**src/rtl/kvl_pkg.sv**
```systemverilog
package kvl_pkg;

   localparam int MAX_KEYS  = 64;
   localparam int KEY_IDX_W = $clog2(MAX_KEYS);
   localparam int CNT_W     = $clog2(MAX_KEYS + 1);

   // dividend is |query - t0| scaled by 2^16
   localparam int DVD_W     = 49;
   localparam int DIV_CNT_W = $clog2(DVD_W);

   localparam logic [1:0] CSR_KEY_COUNT = 2'd0;
   localparam logic [1:0] CSR_MIN_RANGE = 2'd1;

   localparam logic REQ_WRITE = 1'b0;
   localparam logic REQ_QUERY = 1'b1;

   typedef struct packed {
      logic [31:0] t;
      logic [31:0] x;
      logic [31:0] y;
      logic [31:0] z;
   } kvl_key_type;

   typedef struct packed {
      logic        valid;
      logic        first;
      logic        found;
      kvl_key_type ki;
      kvl_key_type kj;
   } kvl_tok_type;

endpackage

```
**src/rtl/kvl_cell.sv**
```systemverilog
module kvl_cell
   import kvl_pkg::*;
(
   input  logic                 clock,
   input  logic                 reset,
   input  logic [KEY_IDX_W-1:0] idx,
   input  logic                 wr_en,
   input  logic [5:0]           wr_slot,
   input  kvl_key_type          wr_key,
   input  logic [31:0]          qtime,
   input  logic [CNT_W-1:0]     n,
   input  kvl_tok_type          tok_in,
   output kvl_tok_type          tok_out
);

   kvl_key_type key_ff;
   kvl_tok_type tok_ff;
   kvl_tok_type tok_in_n;
   logic        in_use;

   always_ff @(posedge clock) begin
      if (wr_en && (32'(wr_slot) == 32'(idx))) begin
         key_ff <= wr_key;
      end
   end

   assign in_use = (32'(idx) < 32'(n));

   always_comb begin
      tok_in_n = tok_in;
      tok_in_n.first = 1'b0;
      if (tok_in.first) begin
         tok_in_n.ki = key_ff;
         tok_in_n.found = 1'b0;
      end else if (!tok_in.found) begin
         if (in_use && !($signed(qtime) < $signed(key_ff.t))) begin
            tok_in_n.ki = key_ff;
         end else begin
            tok_in_n.found = 1'b1;
            tok_in_n.kj = in_use ? key_ff : tok_in.ki;
         end
      end
   end

   always_ff @(posedge clock) begin
      if (reset) begin
         tok_ff.valid <= 1'b0;
      end else begin
         tok_ff <= tok_in_n;
      end
   end

   assign tok_out = tok_ff;

endmodule

```
**config.mk**
```make
export PLATFORM = sky130hd
export DESIGN_NAME = kvl_cell
export DESIGN_NICKNAME = d
export VERILOG_FILES = /design/src/rtl/kvl_pkg.sv /design/src/rtl/kvl_cell.sv
export SDC_FILE = /design/constraint.sdc
export NUM_CORES = 1
export LEC_CHECK = 0
export ABC_AREA = 1
export BUFFER_PORTS_ARGS = -buffer_cell sky130_fd_sc_hd__buf_2
export CORE_AREA = 10 10 267 269
export DETAILED_ROUTE_END_ITERATION = 12
export DIE_AREA = 0 0 277 279
export MAX_ROUTING_LAYER = met4
export PLACE_DENSITY = 0.53
export SLEW_MARGIN = 20
export SYNTH_ARGS = -nofsm -noshare
export SYNTH_HDL_FRONTEND = slang
export SYNTH_SLANG_ARGS = --single-unit
```
**constraint.sdc**
```tcl
create_clock -name clock -period 10.32 [get_ports clock]
set_clock_uncertainty 0.2 [all_clocks]
set_input_delay 0.516 -clock clock [delete_from_list [all_inputs] [get_ports clock]]
set_output_delay 0.516 -clock clock [all_outputs]
set_load 0.01 [all_outputs]
```
Yosys cells after proc, flatten, opt, wreduce, memory -nomap -nowiden --
Cells that the tools add are included.
Word-level totals: logic and storage cells 27, register bits after elaboration 386, bits of input ports 441, output and inout bits 259
Cells by class: magnitude comparators 2, muxes and demuxes 7, eq/ne operators 1, reductions and logical operators 3
Operators by type and width (number):
- $mux 128 | 5
- $mux 257 | 1
- $lt 32x32->1 | 1
- $lt 6x7->1 | 1
- $eq 6x6->1 | 1
- $logic_and 1x1->1 | 2
- $logic_not 1->1 | 1
- $mux 1 | 1

Logic depth before layout (Yosys ltp) --
depth in word-level cells 6, gate-level depth with buffers 19, gate-level depth less buffers 17

Worst setup path after synthesis --
OpenSTA, ideal clock, no wires.
path type input -> register, start input port reset, end register tok_ff, in the netlist tok_out[0], enable pin, data arrival time 5.465 ns, library setup time 0.607 ns, setup slack 4.048 ns, cell stages on the path 1, required time 9.513 ns, buffers on the path 0, cell sequence inv_1
RTL lines:
- start, declared | line kvl_cell.sv:5 | input logic reset,
- end signal, assigned | line kvl_cell.sv:49 | tok_ff <= tok_in_n;
- end, declared | line kvl_cell.sv:17 | kvl_tok_type tok_ff;
No word-level cell between the ends.

==> run_results.csv <==
group,metric,value,unit
status,outcome,"completed",
critical_path,end_kind,"register",
synthesis,ys_seq_area_share,67.3,%
pwr,power_frac_seq,47.3,%
synthesis,yosys_most_used_dff,"edfxtp_1",
synthesis,yosysTopAreaCell,"edfxtp_1",
drt,drtIter0Drc,1071,
sta,min_period,4.73,ns
sta,tns,0,ns
synthesis,synth_cell_types,29,
pwr,p_sw_share,25.6,%
placement,dpl.cell_count,2942,
sta,rsz0062_at_grt,"false",
finish,fin_nets,2743,
synthesis,synth_top_area_share,67.2,%
floorplanning,core_area,65600,um^2
sta,hold_viol,0,
pwr,ir_drop,0.124,mV
critical_path,worst_ep_arrival_time,4.79,ns
synthesis,ys_top_cells_by_area,"edfxtp_1, nand2_1, mux2i_1",
sta,slew_headroom,32.4,%
synthesis,synth-edff-count,385,
global_routing,grt-ovfl-total,0,
synthesis,synthArstFlopShare,0,%
clock_tree,clock_latency,0.56,ns
drt,drcViolationCount,0,
placement,dp.final_hpwl,50200,um
pwr,power.density,162,nW/um^2
finish,final_common_cell,"buf_2",
clock_tree,clockBufferDepth,3,
synthesis,synth_nets,1930,
pwr,p_leak,10.8,nW
critical_path,critPathLaunchType,"input port",
clock_tree,postCtsSetupBuffers,0,
sta,setup_viol,0,
critical_path,r2r-start,"key_ff[111]$_DFFE_PP_",
worst_hold_path,holdPathEnd,"tok_out[8]$_DFFE_PN_",
critical_path,r2r_cells,14,
global_routing,antenna_found_initial,10,
finish,fin_area,24200,um^2
clock_tree,htree_num_levels,2,
synthesis,syn_area_per_cell,11.8,um^2
clock_tree,path_clk_slew,0.06,ns
drt,via_per_inst,4.57,
pwr,clockPowerShare,38.6,%
critical_path,r2r_end,"tok_out[0]$_DFFE_PN_",
placement,dp_slack,5.12,ns
sta,whs,0.0419,ns
clock_tree,cts_hold_buf,141,
floorplanning,die_x,277,um
drt,routed_wl,67800,um
floorplanning,die_h,279,um
placement,io_buffers,698,
finish,instances_no_fill,3174,
clock_tree,cts_tree,"built",
floorplanning,rows,94,
pwr,pwr-share-comb,14.1,%
floorplanning,io_pins,700,
placement,placed_area,21400,um^2
global_routing,grt_pass1_vias,14916,
critical_path,worstPathRequired,10.38,ns
finish,drive_above_1_share,33.8,%
synthesis,syn_area,17200,um^2
finish,layout_common_cells,"buf_2, nand2_1, edfxtp_1",
worst_hold_path,hold_path.class,"input port to register",
global_routing,grt_max_degree,120,
global_routing,grt_pass1_wl,98100,um
placement,place_congestion,0.920,
clock_tree,cts_sinks,386,
sta,period_share,45.8,%
pwr,power.total,3.92,mW
drt,wire_per_inst,21.4,um
pwr,p_int,2.92,mW
drt,vias,14510,
critical_path,worstPathMaxFanout,119,
clock_tree,post_cts_resized,0,
run,drv_cap,0,
synthesis,yosysWarnings,0,
synthesis,synth_seq_cells,386,
worst_hold_path,hold_start,"tok_in[8]",
sta,finalWorstSetupSlack,5.59,ns
sta,tightest_slew,1.01,ns
floorplanning,initial_core_util,26.2,%
drt,drt-pass1-iter-count,5,
critical_path,critPathKind,"input port to register",
drt,ant_nets,0,
worst_hold_path,whs_path_depth,3,
finish,final_util,36.9,%
sta,slew_violations,0,
clock_tree,cts-root-buf,"clkbuf_16",
clock_tree,numCtsBuffers,45,
synthesis,syn_inst,1453,
finish,fillers,6578,
critical_path,r2r_slack,6.27,ns
finish,area_delta_synth_final,40.5,%
floorplanning,die-area,77300,um^2
pwr,p_sw,1.00,mW
global_routing,grt_use_total,17.0,%
sta,fmax,211,MHz
-- state kept, by name, summed over array words and instances (netlist names) --
register / cells
tok_out: 258
key_ff: 128
-- routing by layer --
metal  routed length, um  global-route usage, %  vias to the layer above
met5                   0                      -                        -
met4                1660                   5.10                        0
met3                4260                   3.48                       98
met2               34800                   29.3                      618
met1               27100                   19.7                     7003
li1                    -                      -                     6791
-- cells in the mapped netlist, types with 2 or more instances --
cell      number
ha_1          36
xor2_1         4
buf_1          4
buf_2         25
nand3_1      135
o21ai_1      124
nand4_1        2
edfxtp_1     385
mux2i_1       97
clkbuf_1      16
nand2_1      450
inv_2          2
a21oi_1       14
nand2_2        2
o21ai_0       39
buf_6         14
nor2_1        14
inv_1         52
buf_4         28
-- final cells by class --
type                       count  area [um^2]  share of cell area (%)
sequential                   386        11600                    47.9
timing repair buffer         853         5010                    20.7
inverter                      54          213                   0.880
clock buffer                  58         1200                    4.95
antenna                       10         25.0                   0.103
tap                          864         1080                    4.47
clock inverter                23          170                   0.704
multi-input combinational    926         4910                    20.3
-- logic make-up after synthesis --
group,count (synthesis),synth area share (%)
compound gates,182,5.38
xor+xnor,5,0.254
fa+ha+maj,36,2.62
buf+inv,141,4.48
flops,386,67.3
mux,97,5.64
other cells,1,0.0218
simple gates,605,14.3
-- how the worst max path moves through the flow --
stage / startpoint / to / cells after the start
6_report: idx[4] / tok_out[0]$_DFFE_PN_ / 11
2_1_floorplan: reset / tok_out[0]$_DFFE_PN_ / 1
5_1_grt: idx[4] / tok_out[103]$_DFFE_PN_ / 12
3_5_place_dp: idx[4] / tok_out[0]$_DFFE_PN_ / 11
3_3_place_gp: idx[4] / tok_out[1]$_DFFE_PN_ / 11
4_1_cts: idx[4] / tok_out[0]$_DFFE_PN_ / 11
-- power groups by stage --
stage          Combinational [mW]  Clock, mW  Sequential (mW)
2_1_floorplan               0.221          0             1.93
3_3_place_gp                0.507          0             1.89
3_5_place_dp                0.514          0             1.89
4_1_cts                     0.561       1.55             1.86
5_1_grt                     0.605       1.62             1.86
6_report                    0.554       1.51             1.86
-- critical path, cell delays in order --
cell	delay, ns
buf_2	0.12
ha_1	0.31
a21o_1	0.16
a22oi_1	0.35
nand2_8	0.45
inv_2	0.13
buf_4	0.50
nand3_1	0.31
nand2_8	0.60
buf_4	0.77
o21ai_0	0.20
Note: power is estimated with default switching activity, not from simulation.
