### config.mk
export PLATFORM = sky130hd
export DESIGN_NAME = kvl_divider
export DESIGN_NICKNAME = d
export VERILOG_FILES = /design/src/rtl/kvl_pkg.sv /design/src/rtl/kvl_divider.sv
export SDC_FILE = /design/constraint.sdc
export NUM_CORES = 1
export LEC_CHECK = 0
export BUFFER_PORTS_ARGS = -buffer_cell sky130_fd_sc_hd__buf_4
export CAP_MARGIN = 20
export CORE_MARGIN = 1.5
export CORE_UTILIZATION = 50
export DETAILED_ROUTE_END_ITERATION = 6
export PLACE_DENSITY = 0.76
export SKIP_LAST_GASP = 1
export SYNTH_ARGS = -nofsm -noshare
export SYNTH_HDL_FRONTEND = slang
export SYNTH_SLANG_ARGS = --single-unit
### constraint.sdc
create_clock -name clock -period 3.35 [get_ports clock]
set_clock_uncertainty 0.15 [all_clocks]
set_input_delay 1.005 -clock clock [delete_from_list [all_inputs] [get_ports clock]]
set_output_delay 1.005 -clock clock [all_outputs]
set_load 0.05 [all_outputs]
### src/rtl/kvl_pkg.sv
package kvl_pkg;

   localparam int MAX_KEYS  = 64;
   localparam int KEY_IDX_W = $clog2(MAX_KEYS);
   localparam int CNT_W     = $clog2(MAX_KEYS + 1);

   // dividend is |query - t0| scaled by 2^16
   localparam int DVD_W     = 49;
   localparam int DIV_CNT_W = $clog2(DVD_W);

   localparam logic [1:0] CSR_KEY_COUNT = 2'd0;
   localparam logic [1:0] CSR_MIN_RANGE = 2'd1;

   localparam logic REQ_WRITE = 1'b0;
   localparam logic REQ_QUERY = 1'b1;

   typedef struct packed {
      logic [31:0] t;
      logic [31:0] x;
      logic [31:0] y;
      logic [31:0] z;
   } kvl_key_type;

   typedef struct packed {
      logic        valid;
      logic        first;
      logic        found;
      kvl_key_type ki;
      kvl_key_type kj;
   } kvl_tok_type;

endpackage

### src/rtl/kvl_divider.sv
module kvl_divider
   import kvl_pkg::*;
(
   input  logic             clock,
   input  logic             reset,
   input  logic             start,
   input  logic [DVD_W-1:0] dividend,
   input  logic [31:0]      divisor,
   output logic             done,
   output logic [DVD_W-1:0] quot
);

   logic                 busy_ff;
   logic                 done_ff;
   logic [DIV_CNT_W-1:0] cnt_ff;
   logic [31:0]          rem_ff;
   logic [DVD_W-1:0]     dvd_ff;
   logic [DVD_W-1:0]     q_ff;
   logic [32:0]          shifted;
   logic                 ge;
   logic [32:0]          diff;

   assign shifted = {rem_ff, dvd_ff[DVD_W-1]};
   assign ge      = (shifted >= {1'b0, divisor});
   assign diff    = shifted - {1'b0, divisor};

   always_ff @(posedge clock) begin
      if (reset) begin
         busy_ff <= 1'b0;
         done_ff <= 1'b0;
      end else begin
         done_ff <= 1'b0;
         if (start) begin
            busy_ff <= 1'b1;
         end else if (busy_ff && (32'(cnt_ff) == DVD_W - 1)) begin
            busy_ff <= 1'b0;
            done_ff <= 1'b1;
         end
      end
   end

   always_ff @(posedge clock) begin
      if (start) begin
         cnt_ff <= '0;
         rem_ff <= '0;
         dvd_ff <= dividend;
         q_ff   <= '0;
      end else if (busy_ff) begin
         cnt_ff <= cnt_ff + 1'b1;
         rem_ff <= ge ? diff[31:0] : shifted[31:0];
         dvd_ff <= {dvd_ff[DVD_W-2:0], 1'b0};
         q_ff   <= {q_ff[DVD_W-2:0], ge};
      end
   end

   assign done = done_ff;
   assign quot = q_ff;

endmodule

# Word-level counts from Yosys, hierarchy flattened

Index checks and enable logic that the tools add are counted.

Word-level logic and storage cells: 20
Register bits: 138
Output and inout port bits: 50
Input port bits: 84

Muxes and demuxes: 6
Magnitude comparators: 1
Reduce and logical (&&, ||, !) cells: 4
Equal/unequal tests: 1
Add/subtract/negate cells: 2

Operators with widths:

| operator                                                      | number |
|---|---|
| 49-bit two-way mux                                            | 2 |
| 33-bit by 32-bit >= comparator with 1-bit output              | 1 |
| 32-bit two-way mux                                            | 1 |
| 32-bit subtractor                                             | 1 |
| 6-bit by 1-bit adder with 6-bit output, second input constant | 1 |
| 6-bit == test, second input constant                          | 1 |
| 2-bit nonzero test                                            | 2 |
| 1-bit two-way mux                                             | 3 |
| 2-bit OR reduction                                            | 1 |
| 1-bit logical AND                                             | 1 |

# Depth between registers and ports, before layout

Depth after elaboration: 4
Depth in mapped cells: 14
Depth with buffers taken out: 12

# Least setup slack after synthesis

No wires, ideal clock.

Path type: input port to flip-flop
Start: input divisor[16]
End: register rem_ff[21]
Setup slack: -0.119 ns
Data arrival time: 3.240 ns
Stages on the path: 13
Setup time: 0.079 ns
Required time: 3.121 ns
Path buffers: 2
Path through: inv_1 -> ha_1 -> a21oi_2 -> o211ai_1 -> a221o_1 -> nor4_2 -> o31a_1 -> o221a_1 -> buf_6 -> buf_6 -> nand2_1 -> o31a_1 -> a211oi_2

Cells in the longest elaborated chain, start to end: 2
Elaborated cells on any way between the ends: 3
Classes of those cells: 1 x add/sub; 1 x order compare; 1 x mux

RTL lines:

| item                                                                                  | line                                 | source |
|---|---|---|
| from (decl)                                                                           | kvl_divider.sv:8                     | `input logic [31:0] divisor,` |
| 32-bit subtractor or 33-bit by 32-bit >= comparator with 1-bit output (tied branches) | kvl_divider.sv:25, kvl_divider.sv:24 |  |
| 32-bit two-way mux (*)                                                                | kvl_divider.sv:50                    | `rem_ff <= ge ? diff[31:0] : shifted[31:0];` |
| to (signal assigned)                                                                  | kvl_divider.sv:50                    |  |
| to (decl)                                                                             | kvl_divider.sv:16                    | `logic [31:0] rem_ff;` |

Mark *: on every way between the ends. The rest lies on a longest branch, timed or not.
A chain may end at the register's enable or synchronous reset.

# Worst setup path in the final report

Start: input divisor[28]
End: register rem_ff[21]

Cells in the longest elaborated chain, start to end: 2

RTL lines:

| item                                             | line              | source |
|---|---|---|
| 33-bit by 32-bit >= comparator with 1-bit output | kvl_divider.sv:24 | `assign ge = (shifted >= {1'b0, divisor});` |
| 32-bit two-way mux                               | kvl_divider.sv:50 |  |

No other way between the ends.

==> run summary <==
Wires add up to 17.84 mm. Final hold analysis gives a worst-case slack of 350.6 ps. The total CTS buffers is 17, and the flop and latch count out of synthesis is 138. For the number of hold violations in the final report, the log shows 0.

The tools report the post-synthesis sequential area ratio as 44.05%. In the post-synthesis netlist, the biggest area contributors are dfxtp_1 (24%), edfxtp_1 (20%), mux2i_1 (7.5%), mux2_2 (7.3%), ha_1 (5.8%). TritonCTS built the clock tree. The share of flip-flops with an asynchronous set or reset came out at 0%. The tools report the data required time of the critical path as 3530 ps.

The tightest min-delay check is of the reg2reg type. The synthesized instance count was 756; the number of detailed-routing iterations run before antenna repair was 4. The total power per unit cell area is 450.0 nW/um^2. Among all flip-flop cells after synthesis, the most frequent one is dfxtp_1. The total number of vias was 6156; the minimum clock period after layout was 3242 ps. The number of antenna violations at the first check in global routing is 0, and the iteration-0 DRC count of the detailed router is 288. At the placement stage, the worst setup path has a slack of -382.3 ps.

The area added between synthesis and finish is 34.73%. In this run the mean area of a mapped cell was 9.768 sq um. The largest individual stage delay along the critical path comes from the cell nor4_1. For the tightest slew margin relative to the limit, the log shows 41.22%.

The layout cell share with drive strength beyond 1 was 34.81%. On the worst path, the slowest cell contributes a delay of 350 ps. The initial utilization of the core area, before any placement, comes to 51.00%. In this run the deepest clock path goes through 2 buffers. Summed over all cells, the static leakage comes to 4.440 nW.

The critical path is of the in2reg type. 0 antenna diodes ended up in the layout. The area fraction of the dominant cell type after synthesis was 24.13%; the count of unique library cells instantiated by Yosys was 57. Critical path endpoint category: a flip-flop. The maximum fanout along the worst path came out at 12.

For the final total negative setup slack, the log shows 0 ps. For the residual overflow from global routing, the log shows 0. Data arrives at the worst endpoint at 3420 ps. The synthesized design spends more area on one cell type than any other, namely dfxtp_1.

Global routing used 22.83% of the available tracks across all layers. Setup repair after global routing could not meet its margin everywhere. The root buffer cell chosen for the clock tree is clkbuf_16.

The flow ran to the end, and the final reports show no timing, DRC or antenna violations. Final RePlAce weighted congestion: 0.8755. The H-tree generated during clock tree synthesis spans 4 levels.

The detail-routed via count per cell is 5.344. For this design, the sink count on the clock tree is 138. The logs give 44 for the number of placement rows and 0.4494 mV for the worst voltage drop across the vdd grid. For this run, design rule violations remaining after detail routing come to 0. Setup violation total in the final timing report: 0.

In this run the standard cell core region covers 14480 sq um. For this run, the number of Yosys warnings is 0. The filler cells instantiated in the layout total 1163. The clock input transition at the sequential cells of the worst setup and hold paths is 60 ps, and the number of global-route vias before repair is 6083. At the pin with the least slew margin, the transition time is 878.4 ps. The logs give 410 ps for the later-pin clock latency in the skew report and 7385 sq um for the post-synthesis instance area.

For the number of routed nets with antenna violations, the log shows 0. For the area of the die, the log shows 15510 sq um. The post-synth net total was 875; the first-pass GRT wire length was 28.87 mm. Number of pins with negative max-slew slack in the final report: 0.

Setup slack on the critical path of the routed design comes to 108.5 ps. At the end of the flow, the number of nets in the layout was 1074. The maximum operating frequency was 308.5 MHz; the count of input and output buffers was 133. The die width was 124.5 um. The critical path goes through buf_4 > inv_1 > ha_1 > and3_4 > and4_1 > nand3_1 > nor4_1 > a211oi_1 > o221a_4 > clkbuf_16 > o31a_1 > a211oi_2. The number of top-level pins is 134, and the height of the die is 124.5 um. Summed over all nets, the half-perimeter wirelength after detailed placement is 12.32 mm. STA classifies the critical path startpoint as a primary input. The final period utilization was 96.76%; the final standard cell utilization of the core was 68.72%. The number of enable-type register cells in the synthesized netlist is 49, and the number of maximum-capacitance violations is 0. In the final routed layout, each cell accounts on average for 15.49 um. Entering global routing, the biggest net connects 63 pins.
[cell families after synthesis]
group | count (synthesis) | share of synthesized area [%]
AOI/OAI and AO/OA | 159 | 14.03
xor gates and xnor gates | 28 | 3.321
adders and majority gates | 35 | 6.032
buffers and inverters | 86 | 5.015
DFF | 138 | 44.05
muxes | 103 | 14.77
and+or+nand+nor | 207 | 12.78
[critical path, delay by kind of cell]
family	cells	cell delay (ps)
AOI/OAI and AO/OA	4	950
and+or+nand+nor	4	890
buffers and inverters	3	300
adders and majority gates	1	290
[registers in the layout (all words and copies together) (netlist names)]
register and cells:
busy_ff 1, rem_ff 32, quot 49, dvd_ff 49, cnt_ff 6, done 1
[area by class of cell]
type                       instances  area (sq um)  area share [%]
sequential                       138          3257           32.73
clock buffer                      21         473.0           4.754
inverter                          45         168.9           1.698
clock inverter                    11         86.33          0.8677
timing repair buffer             221          1739           17.48
multi-input combinational        532          3995           40.15
tap                              184         230.2           2.314
[power breakdown]
group	internal (mW)	leakage (nW)	switching [mW]
Sequential	1.84	1.22	0.0622
Clock	1.02	0.277	0.745
Combinational	0.425	2.95	0.378
Total	3.29	4.44	1.18
[synth_stat cells (3+ instances only)]
| cell type | count |
|---|---|
| o311ai_0 | 4 |
| buf_1 | 8 |
| or2_2 | 3 |
| clkbuf_1 | 27 |
| nor4_1 | 3 |
| nand4_1 | 7 |
| a21o_1 | 17 |
| inv_1 | 45 |
| edfxtp_1 | 49 |
| a211oi_1 | 23 |
| mux2i_1 | 55 |
| xnor2_1 | 21 |
| buf_6 | 4 |
| nor2b_1 | 7 |
| a32oi_1 | 4 |
| nor3_1 | 10 |
| a31oi_1 | 5 |
| xor2_1 | 7 |
| nand2_1 | 35 |
| nand3b_1 | 6 |
| nor2_1 | 106 |
| o31a_1 | 3 |
| ha_1 | 34 |
| o21ai_0 | 30 |
| a21oi_1 | 48 |
| mux2_2 | 48 |
| nand3_1 | 8 |
| dfxtp_1 | 89 |
| nand2b_1 | 9 |
| and3_1 | 4 |
| o21bai_1 | 3 |
[final timing paths]
kind | from | endpoint | cells past startpoint | slack, ps
min reg2reg | rem_ff[11] | rem_ff[11] | 2 | 350
max | divisor[28] | rem_ff[21] | 12 | 110
min | rem_ff[11] | rem_ff[11] | 2 | 350
max reg2reg | dvd_ff[48] | rem_ff[24] | 12 | 380
[cells in the final DEF, fill, tap and decap left out, drive strengths merged, types with 4 or more instances in the layout]
| cell | Yosys | final |
|---|---|---|
| nor2b | 7 | 7 |
| and3 | 4 | 4 |
| edfxtp | 49 | 49 |
| mux2i | 55 | 55 |
| clkinv | 0 | 5 |
| inv | 45 | 50 |
| xnor2 | 21 | 21 |
| a211oi | 24 | 24 |
| a32oi | 4 | 4 |
| o311ai | 4 | 4 |
| clkbuf | 27 | 23 |
| mux2 | 48 | 48 |
| nand4 | 7 | 7 |
| nand3 | 8 | 8 |
| nor2 | 106 | 106 |
| dfxtp | 89 | 89 |
| nor4 | 4 | 4 |
| nor3 | 10 | 10 |
| a31oi | 5 | 5 |
| o21ai | 30 | 30 |
| a21oi | 50 | 50 |
| xor2 | 7 | 7 |
| ha | 34 | 34 |
| buf | 14 | 219 |
| nand2 | 35 | 35 |
| a21o | 17 | 17 |
| nand2b | 9 | 9 |
| nand3b | 6 | 6 |
[repair_timing]
action,4_1_cts,5_1_grt
hold buffers,0,0
endpoints found under the setup margin,0,25
gates resized for setup,0,28
buffers inserted,0,1
hold endpoints to repair,0,0
[per-stage QoR]
stage          cell area (sq um)  instances  power, mW
6_report                    9950       1152      4.477
5_1_grt                     9950       1152      4.670
4_1_cts                     9728       1149      4.473
3_5_place_dp                9169       1117      2.700
3_3_place_gp                9169       1117      2.685
2_1_floorplan               7465        756      2.403
[routing by layer]
layer  track usage (%)  up-vias  wire length [um]
met2             38.56      144              8787
met3             6.186       17              1009
met5                 0        -                 0
met4             5.274        0               247
met1             29.20     2891              7798
li1                  -     3104                 -
Note: power is estimated with default switching activity, not from simulation.
